===== config.mk =====
export PLATFORM = sky130hd
export DESIGN_NAME = aarm_cordic_cell
export DESIGN_NICKNAME = d
export VERILOG_FILES = /design/src/design/aarm_pkg.sv /design/src/design/aarm_cordic_cell.sv
export SDC_FILE = /design/constraint.sdc
export NUM_CORES = 1
export LEC_CHECK = 0
export BUFFER_PORTS_ARGS = -buffer_cell sky130_fd_sc_hd__buf_2
export CAP_MARGIN = 40
export CELL_PAD_IN_SITES_DETAIL_PLACEMENT = 1
export CELL_PAD_IN_SITES_GLOBAL_PLACEMENT = 1
export CORE_AREA = 2 2 198 200
export DETAILED_ROUTE_END_ITERATION = 10
export DIE_AREA = 0 0 200 202
export HOLD_SLACK_MARGIN = 0.08
export PLACE_DENSITY_LB_ADDON = 0.1
export SYNTH_ARGS = -nofsm -noshare
export SYNTH_HDL_FRONTEND = slang
export SYNTH_SLANG_ARGS = --single-unit

===== constraint.sdc =====
create_clock -name i_clk -period 8.05 [get_ports i_clk]
set_input_delay 0.4025 -clock i_clk [delete_from_list [all_inputs] [get_ports i_clk]]
set_output_delay 0.4025 -clock i_clk [all_outputs]
set_load 0.02 [all_outputs]

===== src/design/aarm_pkg.sv =====
// Shared types, constants and arithmetic helpers for the axis-angle rotation block.
package aarm_pkg;

    // Field widths and number formats.
    localparam int ANGLE_BITS  = 16;
    localparam int FRAC_BITS   = 15;
    localparam int PHASE_W     = 16;
    localparam int AXIS_W      = 16;
    localparam int OUT_W       = 17;
    localparam int NUM_ELEMS   = 9;

    // CORDIC datapath: Q30 values with headroom for sign and growth.
    localparam int CORDIC_FRAC = 30;
    localparam int CW          = 34;
    localparam int STEPS       = 30;
    localparam int STEP_W      = $clog2(STEPS);

    localparam logic signed [CW-1:0] CORDIC_GAIN = CW'(652032874);
    localparam logic [30:0]          HALF_PI_Q30 = 31'd1686629713;

    // Product widths in the matrix stages.
    localparam int PP_W   = 2 * AXIS_W;
    localparam int WIDE_W = 64;

    localparam logic signed [WIDE_W-1:0] ROUND_HALF = WIDE_W'(64'sd1 <<< (CORDIC_FRAC - 1));
    localparam logic signed [WIDE_W-1:0] OUT_MAX    = WIDE_W'(64'sd65535);
    localparam logic signed [WIDE_W-1:0] OUT_MIN    = -WIDE_W'(64'sd65536);

    // Quadrant codes taken from the top two phase bits.
    typedef enum logic [1:0] {
        QUAD_FIRST  = 2'd0,
        QUAD_SECOND = 2'd1,
        QUAD_THIRD  = 2'd2,
        QUAD_FOURTH = 2'd3
    } t_quad;

    // Axis components and quadrant ride along with the rotation.
    typedef struct packed {
        logic signed [AXIS_W-1:0] ax;
        logic signed [AXIS_W-1:0] ay;
        logic signed [AXIS_W-1:0] az;
        t_quad                    quad;
    } t_carry;

    // Data handed from one CORDIC cell to the next.
    typedef struct packed {
        logic signed [CW-1:0] x;
        logic signed [CW-1:0] y;
        logic signed [CW-1:0] z;
        t_carry               carry;
    } t_cord;

    // Arctangent of 2^-i in Q30.
    function automatic logic signed [CW-1:0] atan_q30(input logic [STEP_W-1:0] idx);
        logic [31:0] v;
        case (idx)
            5'd0:    v = 32'h3243F6A8;
            5'd1:    v = 32'h1DAC6705;
            5'd2:    v = 32'h0FADBAFC;
            5'd3:    v = 32'h07F56EA6;
            5'd4:    v = 32'h03FEAB76;
            5'd5:    v = 32'h01FFD55B;
            5'd6:    v = 32'h00FFFAAA;
            5'd7:    v = 32'h007FFF55;
            5'd8:    v = 32'h003FFFEA;
            5'd9:    v = 32'h001FFFFD;
            5'd10:   v = 32'h000FFFFF;
            5'd11:   v = 32'h0007FFFF;
            5'd12:   v = 32'h0003FFFF;
            5'd13:   v = 32'h0001FFFF;
            5'd14:   v = 32'h0000FFFF;
            5'd15:   v = 32'h00007FFF;
            5'd16:   v = 32'h00003FFF;
            5'd17:   v = 32'h00001FFF;
            5'd18:   v = 32'h00000FFF;
            5'd19:   v = 32'h000007FF;
            5'd20:   v = 32'h000003FF;
            5'd21:   v = 32'h000001FF;
            5'd22:   v = 32'h000000FF;
            5'd23:   v = 32'h0000007F;
            5'd24:   v = 32'h0000003F;
            5'd25:   v = 32'h0000001F;
            5'd26:   v = 32'h0000000F;
            5'd27:   v = 32'h00000008;
            5'd28:   v = 32'h00000004;
            5'd29:   v = 32'h00000002;
            default: v = 32'h00000000;
        endcase
        return CW'(v);
    endfunction

    // Drop the extra fraction bits of the quadratic term, add the linear term,
    // round half up to the output scale and saturate.
    function automatic logic signed [OUT_W-1:0] elem_round(
        input logic signed [WIDE_W-1:0] pq,
        input logic signed [WIDE_W-1:0] lin
    );
        logic signed [WIDE_W-1:0] sum;
        logic signed [WIDE_W-1:0] v;
        sum = (pq >>> FRAC_BITS) + lin + ROUND_HALF;
        v   = sum >>> CORDIC_FRAC;
        if (v > OUT_MAX) begin
            v = OUT_MAX;
        end else if (v < OUT_MIN) begin
            v = OUT_MIN;
        end
        return v[OUT_W-1:0];
    endfunction

endpackage


===== src/design/aarm_cordic_cell.sv =====
// One CORDIC rotation cell: a single micro-rotation with its own item register.
module aarm_cordic_cell
    import aarm_pkg::*;
(
    input  logic                i_clk,
    input  logic                i_rst_n,
    input  logic                i_valid,
    output logic                o_ready,
    input  t_cord               i_data,
    input  logic [STEP_W-1:0]   i_shift,
    input  logic signed [CW-1:0] i_atan,
    output logic                o_valid,
    input  logic                i_ready,
    output t_cord               o_data
);

    logic  r_valid;
    t_cord r_data;
    t_cord n_data;
    logic  w_load;

    logic signed [CW-1:0] w_dx;
    logic signed [CW-1:0] w_dy;

    // The cell takes a new item when it is empty or its item moves on.
    assign o_ready = !r_valid || i_ready;
    assign w_load  = i_valid && o_ready;

    // Rotate toward zero residual angle; both updates use the old x and y.
    always_comb begin
        w_dx   = i_data.y >>> i_shift;
        w_dy   = i_data.x >>> i_shift;
        n_data = i_data;
        if (!i_data.z[CW-1]) begin
            n_data.x = i_data.x - w_dx;
            n_data.y = i_data.y + w_dy;
            n_data.z = i_data.z - i_atan;
        end else begin
            n_data.x = i_data.x + w_dx;
            n_data.y = i_data.y - w_dy;
            n_data.z = i_data.z + i_atan;
        end
    end

    // Occupancy flag.
    always_ff @(posedge i_clk) begin
        if (!i_rst_n) begin
            r_valid <= 1'b0;
        end else if (o_ready) begin
            r_valid <= i_valid;
        end
    end

    // Item register.
    always_ff @(posedge i_clk) begin
        if (w_load) begin
            r_data <= n_data;
        end
    end

    assign o_valid = r_valid;
    assign o_data  = r_data;

endmodule


==> impl_metrics.csv, run 1 <==
group,metric,value,unit
global_routing,gr-total-overflow,0,
yosys,synth_fp_nets,1989,
critical_path,arrival,6.74,ns
clock_network,cts_resized,0,
timing,setup_viol,0,
yosys,synth_edf_count,152,
critical_path,setup.worst_path.end,"o_data[117]",
routing,wl,61.9,mm
place,dp_hpwl,48.9,mm
yosys,synthCells,1689,
critical_path,timing_worst_setup_path_type,"in2reg",
routing,drc,0,
global_routing,gr-usage-all-layers,30.3,%
global_routing,grt_pass1_vias,15900,
clock_network,post_cts_buffers,0,
yosys,async_flop_share,0,%
clock_network,cts_sinks,153,
routing,post_drt_via_cell_ratio,6.13,
run_status,run_status,"complete, no violations",
yosys,synth-seq-cells,153,
critical_path,crit_start,"i_shift[1]",
power_and_ir_drop,ir_worst_vdd,0.152,mV
routing,via_count,15700,
yosys,ys.flop_type,"edfxtp_1",
clock_network,cts-buffers-inserted,17,
timing,fin_setup_tns,0,ns
yosys,avgSynthCellArea,9.83,um2
routing,routedWlPerCell,24.2,um
global_routing,antenna_found_initial,6,
timing,fmax,0.154,GHz
floorplanning,io_pins,349,
clock_network,h-tree-depth,4,
routing,initialDrtViolationCount,1157,
place,pre_cts_ws,1.13,ns
critical_path,end_kind,"flop",
clock_network,cts_tree,"done",
cells_and_area,stdcell_count,2555,
yosys,yosysWarnings,0,
critical_path,r2r_cells,4,
routing,ant_nets,0,
critical_path,critPathSlowestCell,"buf_4",
routing,first_pass_iters,7,
flow_run,maxCapViolations,0,
critical_path,cp_max_fo,62,
critical_path,max_stage_delay,0.65,ns
timing,fin_crit_sh,80.9,%
floorplanning,coreArea,38300,um2
timing,rsz0062_at_grt,"false",
floorplanning,die_h,202,um
global_routing,grt_first_pass_wirelength,92.8,mm
timing,worst_pin_slew,0.918,ns
timing,final-max-slew-violation-count,0,
global_routing,grt_max_degree,63,
timing,finalHoldViolCount,0,
yosys,ys_types,93,
timing,hold_ws,0.106,ns
cells_and_area,drive_gt1_share,27.9,%
power_and_ir_drop,power.density,193,nW/um2
clock_network,insertion_delay,0.47,ns
place,postPlaceCellArea,18800,um2
floorplanning,row_count,72,
cells_and_area,syn_to_final_growth,18.0,%
timing,fin_skew,0.0101,ns
floorplanning,dieArea,40400,um2
place,gp_congestion,0.970,
floorplanning,die_w,200,um
critical_path,reg2reg_to,"o_data[135]",
floorplanning,start_util,43.4,%
clock_network,path_clk_slew,0.08,ns
cells_and_area,final_nets,2319,
power_and_ir_drop,leakage,8.09,nW
timing,setup_ws,1.54,ns
critical_path,r2r_slack,6.08,ns
timing,period_needed,6.51,ns
yosys,syn_area,16600,um2
critical_path,worstPathRequired,8.28,ns
place,portBuffers,348,
cells_and_area,finalInstanceArea,19600,um2
worst_hold_path,hold_path_class,"in2reg",
cells_and_area,final_common_cell,"buf_2",
critical_path,regToRegStartpoint,"o_valid",
place,placed_cells,2504,
yosys,yosysSeqAreaShare,27.6,%
critical_path,path_cells,"buf_4, mux4_2, mux2i_1, o21ai_0, nor2_1, ha_1, inv_1, nor4_4, and3_1, mux2i_1, nand2_1, ha_1, a211o_1, a211oi_1, o211ai_1, a2111oi_0, buf_4, o311ai_0, a21oi_1, o21a_1, o21ai_0, xnor2_1",
clock_network,clockBufferDepth,2,
clock_network,cts-root-buf,"clkbuf_16",
cells_and_area,layout_common_cells,"buf_2, edfxtp_1, a21oi_1, nor2_1, nand2_1",
timing,max-slew-margin-rel,38.8,%
critical_path,critPathLaunchType,"input pin",
## worst min-delay path by stage
stage | endpoint | depth (start not counted) | slack [ns] | start
final | o_data[46] | 1 | 0.11 | i_data[46]
after global routing | o_data[24] | 1 | 0.08 | i_data[24]
after floorplan | o_data[0] | 0 | 0.50 | i_data[0]
after CTS | o_data[46] | 1 | 0.08 | i_data[46]
after global placement | o_valid | 2 | 0.52 | o_valid
after detailed placement | o_valid | 2 | 0.54 | o_valid
## routing by layer
metal / wire length (um) / GRT usage (%)
met3: 4000 / 5.81
met2: 29700 / 50.6
met1: 25400 / 37.8
met4: 2740 / 14.1
met5: 26 / 0
## kinds of logic after synthesis
group	synth area share, %
AOI/OAI and AO/OA	19.7
xor gates and xnor gates	9.49
adders and majority gates	8.04
buffers and inverters	3.89
DFF	27.6
muxes	17.2
and+or+nand+nor	14.1
## cell usage after synthesis, drive strengths merged, types with 6 or more instances
master	n	share of area (%)
ha	102	7.7
and3	18	0.68
a211oi	22	1.1
o211ai	15	0.68
o22ai	16	0.60
nor2b	11	0.41
xnor2	99	5.2
mux2	28	1.9
nor2	136	3.1
o31ai	12	0.54
or3	8	0.30
buf	48	2.0
and2	22	0.83
inv	45	1.0
o21bai	14	0.63
a221oi	9	0.47
mux4	89	12
o21a	20	0.90
a41oi	9	0.47
a31o	6	0.32
a21o	45	2.0
edfxtp	152	27
nand2b	21	0.79
nand3	27	0.81
or2	8	0.30
nand4	15	0.64
mux2i	51	3.1
a31oi	16	0.60
xor2	81	4.3
nand2	114	2.6
a2111oi	7	0.38
nor4	11	0.54
a22o	6	0.32
clkbuf	36	0.81
o21ai	78	2.4
a22oi	6	0.27
nor3	38	1.2
a21oi	155	4.8
## registers in the layout, indices dropped and copies added, names as in the netlist
| name | flops |
|---|---|
| o_data | 152 |
| o_valid | 1 |
## power by group
group / switching (mW) / internal [mW]
registers: 0.0320 / 1.08
clock network: 0.424 / 0.456
logic: 1.10 / 0.707
## through the flow
| step | power [mW] | util [%] |
|---|---|---|
| 2_1_floorplan | 2.38 | - |
| 3_3_place_gp | 2.86 | 49.1 |
| 3_5_place_dp | 2.91 | 49.1 |
| 4_1_cts | 3.81 | 51.2 |
| 5_1_grt | 4.01 | 51.2 |
| 6_report | 3.79 | 51.2 |
## layout make-up
cell class | count | area, um2
Sequential cell | 153 | 4580
Clock inverter | 15 | 215
Tap cell | 518 | 648
Multi-Input combinational cell | 1406 | 11400
Timing Repair Buffer | 395 | 2170
Antenna cell | 5 | 12.5
Fill cell | 4491 | 18700
Inverter | 46 | 173
Clock buffer | 17 | 425
## critical path, delay by kind of cell
family	cells	cell delay, ns
AND/OR/NAND/NOR	4	1.17
AO/OA/AOI/OAI	9	2.02
adder cells (fa/ha/maj)	2	0.64
XOR/XNOR	1	0.13
multiplexers	3	1.40
buffers and inverters	3	0.97
## timing repair
item | CTS | global route
hold buffers | 14 | 0
endpoints found under the setup margin | 0 | 0
hold endpoints to repair | 14 | 0
Note: power is estimated with default switching activity, not from simulation.
==> inputs of run 2 (changes only) <==
- ABC_AREA: unset -> 1
- CORE_AREA: 2 2 198 200 -> 2 2 206 208
- DIE_AREA: 0 0 200 202 -> 0 0 208 210
- clock period: 8.05 -> 6.3 ns (I/O delays scaled with it)
==> run 2 against run 1 <==
Net effect:
- count of clock-buffer cells in the layout up 1
- final cell count is 30% higher
- non-clock buffer count up 24
- register-to-register slack lost 2.0 ns
- wire length rose by 14%
- flip-flop and latch count unchanged
- largest power group unchanged
- critical endpoint unchanged
- worst hold slack better by 0.049 ns
- clock skew up 0.0010 ns
- critical path depth increased by 6
- utilization fell by 3.8 points
- setup slack lost 0.73 ns
- cell area up 0.30%
==> impl_metrics.csv, run 2 <==
group,metric,value,unit
cells_and_area,layout_common_cells,"nand2_1, nand3_1, buf_2, inv_1, nor2_1",
timing,fin_setup_tns,0,ns
critical_path,worstPathRequired,6.54,ns
place,gp_congestion,0.950,
critical_path,timing_worst_setup_path_type,"in2reg",
power_and_ir_drop,clock_power_share,23.1,%
yosys,synth-seq-cells,153,
power_and_ir_drop,seq_power_share,29.7,%
clock_network,path_clk_slew,0.07,ns
clock_network,cts_sinks,153,
timing,worst_pin_slew,0.862,ns
critical_path,max_stage_delay,0.60,ns
routing,post_drt_via_cell_ratio,5.55,
routing,routedWlPerCell,21.3,um
place,portBuffers,348,
clock_network,cts-root-buf,"clkbuf_16",
place,dp_hpwl,56.7,mm
global_routing,gr-total-overflow,0,
global_routing,gr-usage-all-layers,32.1,%
global_routing,grt_first_pass_wirelength,109,mm
critical_path,regToRegStartpoint,"o_valid",
routing,drc,0,
timing,rsz0062_at_grt,"false",
timing,finalHoldViolCount,0,
floorplanning,dieArea,43700,um2
timing,final-max-slew-violation-count,0,
routing,wl,70.6,mm
cells_and_area,fin_util,47.4,%
clock_network,insertion_delay,0.50,ns
clock_network,cts_resized,0,
power_and_ir_drop,swShare,43.4,%
timing,fmax,0.182,GHz
floorplanning,start_util,39.5,%
timing,period_needed,5.49,ns
routing,highest_layer,"met5",
floorplanning,io_pins,349,
critical_path,cp_max_fo,35,
timing,fin_skew,0.0111,ns
timing,max-slew-margin-rel,42.5,%
cells_and_area,final_common_cell,"nand2_1",
critical_path,arrival,5.73,ns
clock_network,cts-buffers-inserted,17,
yosys,synth_top_area_cell,"edfxtp_1",
yosys,ys_types,51,
yosys,syn_area,16400,um2
routing,first_pass_iters,5,
critical_path,critPathLaunchType,"input pin",
yosys,synth_fp_nets,2710,
timing,setup_ws,0.810,ns
yosys,yosysWarnings,0,
power_and_ir_drop,total_power,4.80,mW
yosys,synthCells,2410,
power_and_ir_drop,leakage,9.55,nW
yosys,yosysMostFrequentCell,"nand2_1",
power_and_ir_drop,ir_worst_vdd,0.195,mV
power_and_ir_drop,p_int,2.72,mW
place,pre_cts_ws,0.405,ns
yosys,synth_top_area_share,27.9,%
power_and_ir_drop,p_sw,2.08,mW
global_routing,grt_max_degree,65,
routing,ant_nets,0,
power_and_ir_drop,power.density,244,nW/um2
routing,via_count,18500,
yosys,synth_area_leaders,"edfxtp_1, nand2_1, nand3_1",
global_routing,grt_pass1_vias,18800,
yosys,async_flop_share,0,%
yosys,avgSynthCellArea,6.80,um2
run_status,run_status,"complete, no violations",
timing,fin_crit_sh,87.1,%
cells_and_area,final_nets,3066,
routing,wl_met2,33.3,mm
cells_and_area,largest_register_ffs,152,
yosys,synth_edf_count,152,
cells_and_area,drive_gt1_share,16.0,%
clock_network,cts_hold_buf,51,
clock_network,post_cts_buffers,0,
routing,initialDrtViolationCount,1259,
yosys,synth_common_cells,"nand2_1, nand3_1, inv_1",
floorplanning,coreArea,41500,um2
timing,setup_viol,0,
worst_hold_path,hold_path_class,"in2reg",
global_routing,antenna_found_initial,5,
routing,met3_length,4.42,mm
critical_path,critPathSlowestCell,"inv_2",
worst_hold_path,min-delay-start,"i_data[118]",
flow_run,maxCapViolations,0,
timing,hold_ws,0.155,ns
floorplanning,die_h,210,um
critical_path,end_kind,"flop",
cells_and_area,syn_to_final_growth,20.0,%
critical_path,crit_start,"i_shift[1]",
floorplanning,die_w,208,um
clock_network,cts_tree,"done",
clock_network,clockBufferDepth,2,
power_and_ir_drop,power_frac_comb,47.3,%
yosys,ys.flop_type,"edfxtp_1",
clock_network,h-tree-depth,4,
floorplanning,row_count,75,
yosys,yosysSeqAreaShare,28.0,%
routing,wl_met1,30.9,mm
## run 2: power by group through the flow
stage	Clock [mW]	Sequential [mW]	Combinational [mW]
6_report	1.11	1.43	2.27
5_1_grt	1.16	1.44	2.50
4_1_cts	1.13	1.43	2.26
3_5_place_dp	0	1.45	2.21
3_3_place_gp	0	1.44	2.18
2_1_floorplan	0	1.66	1.28
## run 2: path summary, 6_finish.rpt
kind / end / slack [ns] / cells past startpoint
worst max register to register: o_data[144] / 4.12 / 3
worst max-delay path: o_data[117] / 0.81 / 28
worst min register to register: o_valid / 0.57 / 2
worst min-delay path: o_data[118] / 0.15 / 2
## run 2: per-stage QoR
stage | area [um2] | std cells
2_1_floorplan | 16400 | 2410
3_3_place_gp | 18500 | 3235
3_5_place_dp | 18500 | 3235
4_1_cts | 19700 | 3318
5_1_grt | 19700 | 3320
6_report | 19700 | 3323
## run 2: area by class of cell
| cell class | instances | area, um2 |
|---|---|---|
| sequential | 153 | 4580 |
| multi-input combinational | 1949 | 10500 |
| fill | 5535 | 21800 |
| antenna | 5 | 12.5 |
| clock inverter | 14 | 174 |
| clock buffer | 18 | 429 |
| tap | 539 | 674 |
| inverter | 226 | 853 |
| timing repair buffer | 419 | 2430 |
## run 2: kinds of logic after synthesis
| family | count (synthesis) | share of synthesized area, % |
|---|---|---|
| simple gates | 1372 | 36.2 |
| buf+inv | 308 | 7.94 |
| compound gates | 303 | 10.7 |
| xor+xnor | 168 | 8.98 |
| flops | 153 | 28.0 |
| fa+ha+maj | 105 | 8.15 |
| mux | 1 | 0.0611 |
## run 2: critical path: cells and delay by family
| kind | cells | cell delay, ns |
|---|---|---|
| fa+ha+maj | 2 | 0.53 |
| buf+inv | 7 | 1.67 |
| compound gates | 6 | 1.66 |
| simple gates | 13 | 1.52 |
## run 2: per-layer routing
metal | global-route usage [%] | up-vias
li1 | - | 8876
met5 | 0 | -
met3 | 5.97 | 102
met2 | 53.9 | 661
met1 | 41.7 | 8812
met4 | 10.3 | 2
==> inputs of run 3 (changes only) <==
- ABC_AREA: 1 -> unset
- CORE_AREA: 2 2 206 208 -> 2 2 198 200
- DIE_AREA: 0 0 208 210 -> 0 0 200 202
- GPL_TIMING_DRIVEN: unset -> 0
==> run 3 against run 2 <==
Net effect:
- the flow now finishes with violations (negative setup slack)
- largest power group unchanged
- cell area up 5.1%
- final cell count down 20%
- wire length up 19%
- die area down 7.5%
- worst hold slack worse by 0.034 ns
- sequential power about the same
- count of clock-buffer cells in the layout down 1
- power up 8.3%
- setup slack worse by 0.81 ns
- global-route usage up 8.8 points
- highest routed layer unchanged
==> impl_metrics.csv, run 3 (synthesized netlist as in run 1, its figures left out) <==
group,metric,value,unit
routing,drc,0,
timing,rsz0062_at_grt,"true",
cells_and_area,layout_common_cells,"buf_2, edfxtp_1, a21oi_1, nor2_1, nand2_1",
timing,finalHoldViolCount,0,
critical_path,critPathSlowestCell,"buf_2",
cells_and_area,fillers,4439,
timing,setup_viol,1,
timing,setup_ws,-0.00477,ns
power_and_ir_drop,total_power,5.20,mW
global_routing,gr-usage-all-layers,40.9,%
clock_network,path_clk_slew,0.08,ns
cells_and_area,finalInstanceArea,20700,um2
critical_path,end_kind,"flop",
global_routing,antenna_found_initial,8,
cells_and_area,final_common_cell,"buf_2",
clock_network,insertion_delay,0.51,ns
floorplanning,die_h,202,um
critical_path,worstPathRequired,6.54,ns
floorplanning,dieArea,40400,um2
cells_and_area,final_nets,2418,
floorplanning,io_pins,349,
power_and_ir_drop,leakage,8.50,nW
timing,fin_crit_sh,100,%
power_and_ir_drop,ir_worst_vdd,0.230,mV
worst_hold_path,min_path_cells,2,
timing,fin_skew,0.0299,ns
clock_network,cts-root-buf,"clkbuf_16",
global_routing,gr-total-overflow,0,
global_routing,grt_first_pass_wirelength,120,mm
global_routing,grt_pass1_vias,18100,
timing,worst_pin_slew,1.03,ns
critical_path,r2r_cells,4,
critical_path,critPathLaunchType,"input pin",
place,postPlaceCellArea,19200,um2
critical_path,cp_max_fo,11,
timing,period_needed,6.30,ns
place,placed_cells,2565,
place,dp_hpwl,60.5,mm
worst_hold_path,hold_path_class,"in2reg",
flow_run,maxCapViolations,0,
place,pre_cts_ws,-1.63,ns
place,gp_congestion,1.03,
timing,fin_setup_tns,-0.00477,ns
routing,ant_nets,0,
cells_and_area,stdcell_count,2665,
clock_network,cts_tree,"done",
cells_and_area,fin_util,54.0,%
timing,fmax,0.159,GHz
run_status,run_status,"complete, but fails checks",
critical_path,max_stage_delay,0.39,ns
power_and_ir_drop,power.density,252,nW/um2
critical_path,arrival,6.55,ns
timing,final-max-slew-violation-count,0,
floorplanning,coreArea,38300,um2
cells_and_area,syn_to_final_growth,24.4,%
critical_path,path_cells,"buf_4, buf_4, buf_2, buf_2, clkbuf_4, mux2i_1, o22ai_1, a21oi_2, nand4_2, nor4_4, and3_1, a41oi_1, xor2_2, ha_1, a21o_1, a211oi_1, o211ai_1, a2111oi_1, buf_1, o311ai_1, a21oi_1, o21a_1, o21ai_0, xnor2_1",
clock_network,cts-buffers-inserted,17,
clock_network,clockBufferDepth,2,
floorplanning,row_count,72,
clock_network,h-tree-depth,4,
routing,post_drt_via_cell_ratio,6.63,
cells_and_area,largest_register_ffs,152,
timing,hold_ws,0.120,ns
place,portBuffers,343,
routing,initialDrtViolationCount,1546,
routing,routedWlPerCell,31.6,um
timing,max-slew-margin-rel,31.6,%
global_routing,grt_max_degree,66,
clock_network,cts_sinks,153,
cells_and_area,drive_gt1_share,29.3,%
floorplanning,start_util,43.4,%
run_status,violations,"negative setup slack",
routing,wl,84.3,mm
critical_path,timing_worst_setup_path_type,"in2reg",
floorplanning,die_w,200,um
routing,via_count,17700,
routing,first_pass_iters,5,
[run 3: where the power goes]
part	internal, mW	leakage (nW)	switching, mW
clock network	0.552	0.307	0.615
logic	0.963	6.72	1.64
registers	1.38	1.48	0.0555
total	2.89	8.50	2.31
[run 3: timing repair]
action,in CTS,in global routing
endpoints found under the hold margin,50,0
gates resized for setup,45,44
pin swaps,3,7
buffers inserted,4,1
setup endpoints to repair,25,20
hold buffers,50,0
[run 3: layout make-up]
type,instances,area (um2),share of cell area [%]
Clock inverter,15,214,1.04
Tap cell,518,648,3.14
Buffer,81,546,2.64
Clock buffer,17,425,2.06
Sequential cell,153,4580,22.2
Timing Repair Buffer,413,2430,11.8
Inverter,46,173,0.836
Multi-Input combinational cell,1406,11600,56.1
Antenna cell,16,40.0,0.194
[run 3: path summary, 6_finish.rpt]
| path | from | to | slack (ns) |
|---|---|---|---|
| worst max-delay path | i_shift[2] | o_data[117] | -0.005 |
| worst min-delay path | i_rst_n | o_valid | 0.12 |
| worst max register to register | o_valid | o_data[135] | 4.24 |
| worst min register to register | o_valid | o_valid | 0.61 |
[run 3: worst max-delay path: cells and delay by family]
| family | cells | cell delay (ns) |
|---|---|---|
| buffers and inverters | 6 | 1.76 |
| xor gates and xnor gates | 2 | 0.46 |
| adders and majority gates | 1 | 0.35 |
| and+or+nand+nor | 3 | 0.95 |
| muxes | 1 | 0.24 |
| AOI/OAI and AO/OA | 11 | 2.46 |
[run 3: routing by layer]
layer	vias to the layer above	global-route usage, %	part of all wire (%)
met5	-	0	0.021
met4	2	25.0	6.3
li1	7427	-	-
met3	305	8.86	9.2
met1	8786	47.8	37
met2	1147	68.1	48
